==> src/hw/rtl/cln_pkg.sv <==
// cell list neighbor search: shared widths, codes, offset tables and types
// no dependencies
`timescale 1ns / 1ps

package cln_pkg;

    localparam int POS_W      = 31;
    localparam int LEN_W      = 30;
    localparam int IDX_W      = 10;
    localparam int D2_W       = 63;
    localparam int NCELL_W    = 7;
    localparam int CMD_W      = 2;
    localparam int STAT_W     = 2;
    localparam int CFG_IDX_W  = 3;
    localparam int CFG_DATA_W = 31;
    localparam int DIR_W      = 4;

    localparam logic [DIR_W-1:0] DIR_HOME = 4'd0;
    localparam logic [DIR_W-1:0] DIR_LAST = 4'd8;

    typedef enum logic [CMD_W-1:0] {
        CMD_CLEAR = 2'd0,
        CMD_LOAD  = 2'd1,
        CMD_QUERY = 2'd2,
        CMD_NOP   = 2'd3
    } cmd_t;

    localparam logic [STAT_W-1:0] ST_OK      = 2'd0;
    localparam logic [STAT_W-1:0] ST_OUTSIDE = 2'd1;
    localparam logic [STAT_W-1:0] ST_FULL    = 2'd2;

    localparam logic [CFG_IDX_W-1:0] CFG_ORIGIN_X    = 3'd0;
    localparam logic [CFG_IDX_W-1:0] CFG_ORIGIN_Y    = 3'd1;
    localparam logic [CFG_IDX_W-1:0] CFG_CELL_WIDTH  = 3'd2;
    localparam logic [CFG_IDX_W-1:0] CFG_CELL_HEIGHT = 3'd3;
    localparam logic [CFG_IDX_W-1:0] CFG_CELLS_X     = 3'd4;
    localparam logic [CFG_IDX_W-1:0] CFG_CELLS_Y     = 3'd5;

    // home cell first, then the eight neighbors
    function automatic logic signed [1:0] step_x(input logic [DIR_W-1:0] d);
        logic signed [1:0] s;
        case (d)
            4'd1, 4'd2, 4'd8: s = 2'sd1;
            4'd4, 4'd5, 4'd6: s = -2'sd1;
            default:          s = 2'sd0;
        endcase
        return s;
    endfunction

    function automatic logic signed [1:0] step_y(input logic [DIR_W-1:0] d);
        logic signed [1:0] s;
        case (d)
            4'd2, 4'd3, 4'd4: s = 2'sd1;
            4'd6, 4'd7, 4'd8: s = -2'sd1;
            default:          s = 2'sd0;
        endcase
        return s;
    endfunction

    typedef struct packed {
        logic             valid;
        logic             hit;
        logic             busy;
        logic [IDX_W-1:0] idx;
    } dist_res_t;

endpackage

==> src/hw/rtl/cln_div.sv <==
// cell list neighbor search: restoring divider, one quotient bit per cycle
// depends on cln_pkg
`timescale 1ns / 1ps

module cln_div
    import cln_pkg::*;
(
    input  logic             clk,
    input  logic             rst_n,
    input  logic             start,
    input  logic [POS_W-1:0] dividend,
    input  logic [LEN_W-1:0] divisor,
    output logic             done,
    output logic [POS_W-1:0] quotient,
    output logic [LEN_W-1:0] remainder
);

    localparam int CNT_W = $clog2(POS_W);

    logic             busy_reg;
    logic             done_reg;
    logic [CNT_W-1:0] cnt_reg;
    logic [POS_W-1:0] work_reg;
    logic [LEN_W-1:0] rem_reg;
    logic [LEN_W-1:0] dvs_reg;

    logic [LEN_W:0]   trial;
    logic [LEN_W:0]   diff;
    logic             ge;

    always_comb
    begin
        trial = {rem_reg, work_reg[POS_W-1]};
        ge    = trial >= {1'b0, dvs_reg};
        diff  = trial - {1'b0, dvs_reg};
    end

    always_ff @(posedge clk or negedge rst_n)
    begin
        if (!rst_n)
        begin
            busy_reg <= 1'b0;
            done_reg <= 1'b0;
            cnt_reg  <= '0;
        end
        else
        begin
            done_reg <= busy_reg && (cnt_reg == '0);
            if (start)
            begin
                busy_reg <= 1'b1;
                cnt_reg  <= CNT_W'(POS_W - 1);
            end
            else if (busy_reg)
            begin
                if (cnt_reg == '0)
                begin
                    busy_reg <= 1'b0;
                end
                cnt_reg <= cnt_reg - 1'b1;
            end
        end
    end

    always_ff @(posedge clk)
    begin
        if (start)
        begin
            work_reg <= dividend;
            rem_reg  <= '0;
            dvs_reg  <= divisor;
        end
        else if (busy_reg)
        begin
            work_reg <= {work_reg[POS_W-2:0], ge};
            rem_reg  <= ge ? diff[LEN_W-1:0] : trial[LEN_W-1:0];
        end
    end

    assign done      = done_reg;
    assign quotient  = work_reg;
    assign remainder = rem_reg;

endmodule

==> config.mk <==
export PLATFORM = sky130hd
export DESIGN_NAME = cln_div
export DESIGN_NICKNAME = d
export VERILOG_FILES = /design/src/hw/rtl/cln_pkg.sv /design/src/hw/rtl/cln_div.sv
export SDC_FILE = /design/constraint.sdc
export NUM_CORES = 1
export LEC_CHECK = 0
export BUFFER_PORTS_ARGS = -buffer_cell sky130_fd_sc_hd__buf_2
export CORE_AREA = 2 2 121 111
export CTS_CLUSTER_DIAMETER = 60
export DETAILED_ROUTE_END_ITERATION = 7
export DIE_AREA = 0 0 123 113
export PLACE_DENSITY = 0.67
export SLEW_MARGIN = 20
export SYNTH_ARGS = -nofsm -noshare
export SYNTH_HDL_FRONTEND = slang
export SYNTH_SLANG_ARGS = --single-unit
==> constraint.sdc <==
create_clock -name clk -period 3.3 [get_ports clk]
set_input_delay 0.66 -clock clk [delete_from_list [all_inputs] [get_ports clk]]
set_output_delay 0.66 -clock clk [all_outputs]
set_load 0.1 [all_outputs]
==> impl_results.md, run 1 <==
* Run status: complete, no violations
* Synth Flop Type: sky130_fd_sc_hd__edfxtp_1
* Top-count cell post-synth: sky130_fd_sc_hd__edfxtp_1
* F_max at 332 MHz
* Fraction of final layout cells sized beyond drive strength 1 at a little under a third
* Worst vdd ir at 0.437 mV
* Type of origin of the critical path: flip-flop
* Post-cts gate resize count at 0
* Pin count of the biggest net entering global routing at 66
* Antenna violation net count after detailed routing at 0
* Synth Net Count at 619
* Final GP Congestion at 0.905
* Area Growth Syn to Fin at 19.9%
* Share of the synthesized area in the top cell type at 32.9%
* Ports at about 130
* Insertion delay of the later-clocked pin in the worst-skew pair at ~350 ps
* Total die area at around 0.014 mm^2
* Row Count at 39
* Per-instance average area after synthesis at approximately 11 um^2
* Pwr dens at 1020 mW/mm^2
* Antenna fix cells at 0
* Arrival time worst endpoint at ~3300 ps
* Antenna violations before repair at 0
* Maximum fanout encountered on the critical timing path at 11
* Worst Hold Class: primary input to async pin
* H-tree lvl count at 3
* Clock buffer depth at 2
* Slew Viols, Final at 0
* Biggest cell delay along the critical path at 460 ps
* Total CTS buffers at 9
* Synth area leaders: sky130_fd_sc_hd__edfxtp_1, sky130_fd_sc_hd__dfxtp_1, sky130_fd_sc_hd__ha_1, sky130_fd_sc_hd__mux2_2, sky130_fd_sc_hd__mux2i_1
* Largest register FFs at 31
* Area of the placeable core at 0.0126 mm^2
* Remaining global-route overflow at 0
* Total negative slack at 0 ps
* Detailed-route wire length per cell at about 16 um
* Number of distinct library cells after synthesis at 61
* Sequential element share of the synthesized area at 46.9%
* Required time at the endpoint of the critical path at approximately 3600 ps
* Worst-path cell chain: ha_1 -> nand4_1 -> nor4_1 -> nand2_1 -> o31a_1 -> o21ai_0 -> a211oi_2 -> o21ai_4 -> buf_4 -> mux2_1 -> a211oi_1
* Time the final worst path needs with I/O delays and setup at around 3000 ps
* CTS Hold Buffers Added at 0
* Count of final setup violators at 0
* DPL Wire Length at 9320 um
* Critical path type: flip-flop to flip-flop
* Tightest Pin Transition at 573 ps
* Starting DRC count in detailed routing at 243
* Fraction of registers with async set or reset after synthesis at 7.14%
* Number of buffers added for setup after CTS at 0
* Yosys warnings at 0
* Number of maximum-capacitance violations at 0
* Dominant cell type by area after synthesis: sky130_fd_sc_hd__edfxtp_1
* Number of iterations in the first detailed-routing pass at 4
* Total Routed Length at 12600 um
* Synth top cells by count: sky130_fd_sc_hd__edfxtp_1, sky130_fd_sc_hd__nor2_1, sky130_fd_sc_hd__inv_1, sky130_fd_sc_hd__ha_1, sky130_fd_sc_hd__mux2_2
* Initial cell density of the core at around 44%
* Vias per cell at 5.30
* Residual DRC count at 0
* Placed Instances at 794
* Final cell count without fillers at 814
* Post-synth design cell area at 0.00556 mm^2
* Standby leakage power at 2.99 nW
* Critical-path top delay cell: sky130_fd_sc_hd__ha_1
* Crit. End Element: flip-flop
* Count of flip-flops with a built-in enable after synthesis at slightly above 60
* Cell chosen for the clock root: sky130_fd_sc_hd__clkbuf_16
* Final Total Pwr at 0.00681 W
* Height of the die at 113 um
* Sinks on Clock Net at ~100
* Synthesis-stage register bit count at 98
* Final Hold Viols at 0
* Wire length of the first global-routing pass at between 20000 and 25000 um
* Number of port buffers at 125
* Post-route clock period utilization at 91.2%
* CTS tree: yes
* Worst slew slack as a fraction of its limit at 61.8%
* Fin nets at 742
* Vias in the first global route at approximately 4300
* Unrepaired setup endpoints after global routing: no
* Final clock skew at 8.35 ps
* Post-route core utilization at 53.0%
* Overall fraction of global-route tracks in use at 18.8%
* Clock edge transition at the registers on the reported setup and hold paths at 70 ps
* Gate count of the mapped netlist at roughly 520
* Worst Hold Slack at 132 ps
* Horiz. Die Dim at 123 um
* Via count of the routed design at approximately 4300
final cells by class:
class | count | area [um^2]
fillers | 1163 | 5920
multi-input cells | 362 | 2720
flip-flops and latches | 98 | 2610
repair buffers | 135 | 716
clock buffers | 10 | 229
well taps | 164 | 205
inverters | 39 | 146
clock inverters | 6 | 48.8
per-layer routing:
layer | wire [um] | up-vias | global-route usage, % | part of all wire [%]
met3 | 867 | 14 | 5.90 | 6.9
li1 | - | 2148 | - | -
met1 | 5820 | 2040 | 25.0 | 46
met4 | 144 | 0 | 4.70 | 1.1
met2 | 5810 | 110 | 29.8 | 46
met5 | 0 | - | 0 | 0
power by group:
group | total, W | leakage, nW | switching [W] | internal [W]
Clock | 0.00101 | 0.138 | 0.000490 | 0.000523
Combinational | 0.00401 | 1.91 | 0.00281 | 0.00120
Sequential | 0.00179 | 0.941 | 0.000229 | 0.00156
Total | 0.00681 | 2.99 | 0.00353 | 0.00328
metrics by stage:
stage	instance area [um^2]	setup WS [ps]
after detailed placement	6360	160
after CTS	6640	137
final	6670	291
after floorplan	5590	40.3
after global placement	6360	279
after global routing	6670	72.2
critical path, delay by kind of cell (launching register included):
family	cells	cell delay, ps
AOI/OAI and AO/OA	5	960
muxes	1	310
buffers and inverters	1	180
adders and majority gates	1	460
DFF	1	340
and+or+nand+nor	3	660
layout by cell type (no fill, tap or decap), types with 9 or more instances in the layout:
| cell type | instances |
|---|---|
| sky130_fd_sc_hd__xor2_1 | 11 |
| sky130_fd_sc_hd__nand2_1 | 30 |
| sky130_fd_sc_hd__mux2i_1 | 24 |
| sky130_fd_sc_hd__nand3_1 | 9 |
| sky130_fd_sc_hd__nor2_1 | 45 |
| sky130_fd_sc_hd__buf_4 | 10 |
| sky130_fd_sc_hd__o21ai_0 | 13 |
| sky130_fd_sc_hd__ha_1 | 31 |
| sky130_fd_sc_hd__xnor2_1 | 15 |
| sky130_fd_sc_hd__dfxtp_1 | 30 |
| sky130_fd_sc_hd__a21oi_1 | 26 |
| sky130_fd_sc_hd__a211oi_1 | 25 |
| sky130_fd_sc_hd__a21o_1 | 14 |
| sky130_fd_sc_hd__buf_2 | 124 |
| sky130_fd_sc_hd__clkbuf_16 | 9 |
| sky130_fd_sc_hd__mux2_2 | 32 |
| sky130_fd_sc_hd__inv_1 | 39 |
| sky130_fd_sc_hd__edfxtp_1 | 61 |
final timing paths:
kind | start | to | slack [ps] | depth (start not counted)
setup / recovery | remainder[9] | remainder[0] | 290 | 11
hold / removal | rst_n | done | 130 | 1
setup reg to reg | remainder[9] | remainder[0] | 290 | 11
hold reg to reg | remainder[7] | remainder[7] | 530 | 2
max in group asynchronous | rst_n | busy_reg | 2990 | 1
min in group clk | divisor[14] | dvs_reg[14] | 480 | 1
cells by family after synthesis:
group / synth area share, %
adders and majority gates: 7.56
xor gates and xnor gates: 4.09
muxes: 11.0
buffers and inverters: 4.74
AOI/OAI and AO/OA: 14.3
DFF: 46.9
and+or+nand+nor: 11.4
(Power assumes the default switching activity.)
==> inputs of run 2 (changes only) <==
--- a/config.mk
+++ b/config.mk
@@ -5,11 +5,13 @@
 export SDC_FILE = /design/constraint.sdc
 export NUM_CORES = 1
 export LEC_CHECK = 0
+export ABC_AREA = 1
 export BUFFER_PORTS_ARGS = -buffer_cell sky130_fd_sc_hd__buf_2
-export CORE_AREA = 2 2 121 111
+export CORE_AREA = 2 2 128 117
 export CTS_CLUSTER_DIAMETER = 60
 export DETAILED_ROUTE_END_ITERATION = 7
-export DIE_AREA = 0 0 123 113
+export DIE_AREA = 0 0 130 119
+export GPL_TIMING_DRIVEN = 0
 export PLACE_DENSITY = 0.67
 export SLEW_MARGIN = 20
 export SYNTH_ARGS = -nofsm -noshare
==> run 2 against run 1 <==
Sequential share of layout area shrank 4.1 points. Final area rose by 12%. Sequential power shrank 3%. Routed wire length up 37%. Clock power rose by 13%. Final cell count grew 51%. Critical endpoint is now remainder[11]. Total power increased by 8.1%. First-iteration DRC count rose by 84%. Sequential cell count is the same. Count of clock-buffer cells in the layout decreased by 1. Highest routed layer unchanged. Hold slack worse by 17 ps. Non-clock buffer count grew 8.
==> impl_results.md, run 2 <==
* Pwr dens at 990 mW/mm^2 (-3.1%)
* Residual DRC count at 0 (unchanged)
* Clock buffer depth at 2 (unchanged)
* Via count of the routed design at 5970 (+38%)
* Synth area leaders: sky130_fd_sc_hd__edfxtp_1, sky130_fd_sc_hd__nand2_1, sky130_fd_sc_hd__dfxtp_1, sky130_fd_sc_hd__inv_1, sky130_fd_sc_hd__ha_1
* Post-synth design cell area at 0.00625 mm^2 (+12%)
* Per-instance average area after synthesis at 7.02 um^2 (-34%)
* Worst slew slack as a fraction of its limit at 46.6% (-15 points)
* Source of the critical timing path: remainder[17]
* Final Hold Viols at 0 (unchanged)
* Tightest Pin Transition at 801 ps (+228 ps)
* Final GP Congestion at 0.989 (+9.3%)
* Required time at the endpoint of the critical path at 3560 ps (about the same)
* Wire length of the first global-routing pass at 28200 um (+37%)
* Synth Net Count at 987 (+59%)
* Largest register FFs at 31 (unchanged)
* Worst-path cell chain: ha_1 -> a21oi_1 -> nand2_1 -> nand2_1 -> nand2_1 -> inv_1 -> nand3_1 -> nand2_1 -> buf_2 -> nand3_1 -> nand3_1 -> nand2_1
* Fill cell instance count of the final layout at 1420 (+22%)
* Unrepaired setup endpoints after global routing: no
* Clock edge transition at the registers on the reported setup and hold paths at 80 ps (about the same)
* Fraction of final layout cells sized beyond drive strength 1 at 16.0% (-15 points)
* Overall fraction of global-route tracks in use at 23.5% (+4.8 points)
* Worst vdd ir at 0.458 mV (+4.7%)
* Sequential element share of the synthesized area at 41.7% (-5.1 points)
* Time the final worst path needs with I/O delays and setup at 2600 ps (-413 ps)
* Most frequent standard cell in the layout excluding fill and tap cells: sky130_fd_sc_hd__nand2_1
* Maximum fanout encountered on the critical timing path at 10 (-1)
* Area of the placeable core at 0.0143 mm^2 (+14%)
* Final Instance Area at 0.00744 mm^2 (+12%)
* Post-route clock period utilization at 78.7% (-13 points)
* Critical R2R Capture: remainder[11]
* Cell chosen for the clock root: sky130_fd_sc_hd__clkbuf_16
* Antenna violation net count after detailed routing at 0 (unchanged)
* Final clock skew at 9.90 ps (+1.55 ps)
* Ports at 126 (unchanged)
* Most frequent cell on the critical path: sky130_fd_sc_hd__nand2_1
* Post-route core utilization at 51.9% (-1.1 points)
* Count of final setup violators at 0 (unchanged)
* Share of the synthesized area in the top cell type at 29.3% (-3.6 points)
* Dominant cell type by area after synthesis: sky130_fd_sc_hd__edfxtp_1
* Worst R2R Start: remainder[17]
* Pin count of the biggest net entering global routing at 41 (-38%)
* Top-count cell post-synth: sky130_fd_sc_hd__nand2_1
* Critical path type: flip-flop to flip-flop
* Number of distinct library cells after synthesis at 36 (-41%)
* Antenna fix cells at 0 (unchanged)
* Gate count of the mapped netlist at 890 (+70%)
* CTS Hold Buffers Added at 0 (unchanged)
* Standby leakage power at 3.99 nW (+34%)
* Synth top cells by count: sky130_fd_sc_hd__nand2_1, sky130_fd_sc_hd__inv_1, sky130_fd_sc_hd__nor2_1, sky130_fd_sc_hd__nand3_1, sky130_fd_sc_hd__edfxtp_1
* Total Routed Length at 17300 um (+37%)
* Number of iterations in the first detailed-routing pass at 5 (+1)
* Area Growth Syn to Fin at 19.1%
* Critical-path top delay cell: sky130_fd_sc_hd__ha_1
* Horiz. Die Dim at 130 um (+5.7%)
* Row Count at 42 (+7.7%)
* Number of maximum-capacitance violations at 0 (unchanged)
* Height of the die at 119 um (+5.3%)
* Worst Hold Class: primary input to async pin
* CTS tree: yes
* Cell count of the worst reg-to-reg path at 12 (+1)
* H-tree lvl count at 3 (unchanged)
* Most frequent cells in the layout: sky130_fd_sc_hd__nand2_1, sky130_fd_sc_hd__inv_1, sky130_fd_sc_hd__buf_2
* Synthesis-stage register bit count at 98 (unchanged)
* Fin nets at 1123 (+51%)
* Arrival time worst endpoint at 2860 ps (-420 ps)
* Slew Viols, Final at 0 (unchanged)
* F_max at 385 MHz (+16%)
* Biggest cell delay along the critical path at 400 ps (-60 ps)
* Number of port buffers at 125 (unchanged)
* Vias per cell at 4.86 (-8.3%)
* Destination of the critical timing path: remainder[11]
* Crit. End Element: flip-flop
* Number of buffers added for setup after CTS at 0 (unchanged)
* Fraction of registers with async set or reset after synthesis at 7.14% (unchanged)
* Sinks on Clock Net at 98 (unchanged)
* Standard cell area after detailed placement at 0.00712 mm^2 (+12%)
* Total die area at 0.0155 mm^2 (+11%)
* Type of origin of the critical path: flip-flop
* DPL Wire Length at 13700 um (+47%)
* Starting DRC count in detailed routing at 447 (+84%)
* Final Total Pwr at 0.00737 W (+8.1%)
* Flop-to-flop setup slack at 700 ps (+410 ps)
* Initial cell density of the core at 43.6% (-0.63 points)
* Remaining global-route overflow at 0 (unchanged)
* Vias in the first global route at 5656 (+31%)
* Insertion delay of the later-clocked pin in the worst-skew pair at 360 ps (about the same)
* Run status: complete, no violations
* Yosys warnings at 0 (unchanged)
* Antenna violations before repair at 0 (unchanged)
* Detailed-route wire length per cell at 14.1 um (-9.3%)
* Total CTS buffers at 9 (unchanged)
* Synth Flop Type: sky130_fd_sc_hd__edfxtp_1
* Count of flip-flops with a built-in enable after synthesis at 61 (unchanged)
* Post-cts gate resize count at 0 (unchanged)
==> run 2: cell types whose count changed after synthesis, sizes merged, moves of 24 or more <==
cell	change
mux2	-33
inv	+96
a211oi	-26
nand2	+322
nor2	+41
mux2i	-24
nand3	+65
==> run 2: layer usage <==
| metal | track usage, % | up-vias | share of wire, % |
|---|---|---|---|
| met2 | 34.6 | 214 | 42 |
| met1 | 34.8 | 2662 | 48 |
| li1 | - | 3074 | - |
| met4 | 5.58 | 0 | 1.6 |
| met5 | 0 | - | 0 |
| met3 | 5.71 | 20 | 8.1 |
==> run 2: layout make-up <==
cell class | count | area (um^2) | share of cell area, %
multi-input cells | 636 | 3030 | 40.7
repair buffers | 125 | 626 | 8.40
plain buffers | 18 | 91.3 | 1.23
flip-flops and latches | 98 | 2610 | 35.0
clock buffers | 9 | 225 | 3.03
well taps | 198 | 248 | 3.33
clock inverters | 7 | 93.8 | 1.26
inverters | 138 | 519 | 6.98
==> run 2: kinds of logic after synthesis <==
| logic type | after synthesis | synth area share, % |
|---|---|---|
| DFF | 98 | 41.7 |
| and+or+nand+nor | 541 | 35.6 |
| xor gates and xnor gates | 14 | 1.96 |
| AOI/OAI and AO/OA | 48 | 4.28 |
| adders and majority gates | 33 | 6.73 |
| buffers and inverters | 156 | 9.75 |
==> run 2: through the flow <==
stage	setup TNS [ps]	hold WS (ps)	std cells	setup WS, ps
floorplan	0	364	890	521
global placement	-15540	474	1213	-405
detailed placement	0	477	1213	304
CTS	0	114	1229	687
global route	0	121	1229	423
finish	0	115	1229	704
==> run 2: how the worst min path moves through the flow <==
stage / from / endpoint / slack (ps) / depth (start not counted)
2_1_floorplan: rst_n / busy_reg / 360 / 0
3_3_place_gp: remainder[29] / remainder[29] / 470 / 2
3_5_place_dp: remainder[26] / remainder[26] / 480 / 2
4_1_cts: rst_n / cnt_reg[1] / 110 / 1
5_1_grt: rst_n / cnt_reg[3] / 120 / 1
6_report: rst_n / cnt_reg[1] / 120 / 1
==> run 2: critical path: cells and delay by family, from the launching register on <==
family / cells / cell delay [ps]
AOI/OAI and AO/OA: 1 / 350
and+or+nand+nor: 8 / 1030
adders and majority gates: 1 / 400
DFF: 1 / 360
buffers and inverters: 2 / 360
==> run 2: where the power goes <==
part	switching, W	internal [W]
Combinational	0.00337	0.00112
Sequential	0.000190	0.00155
Clock	0.000524	0.000611
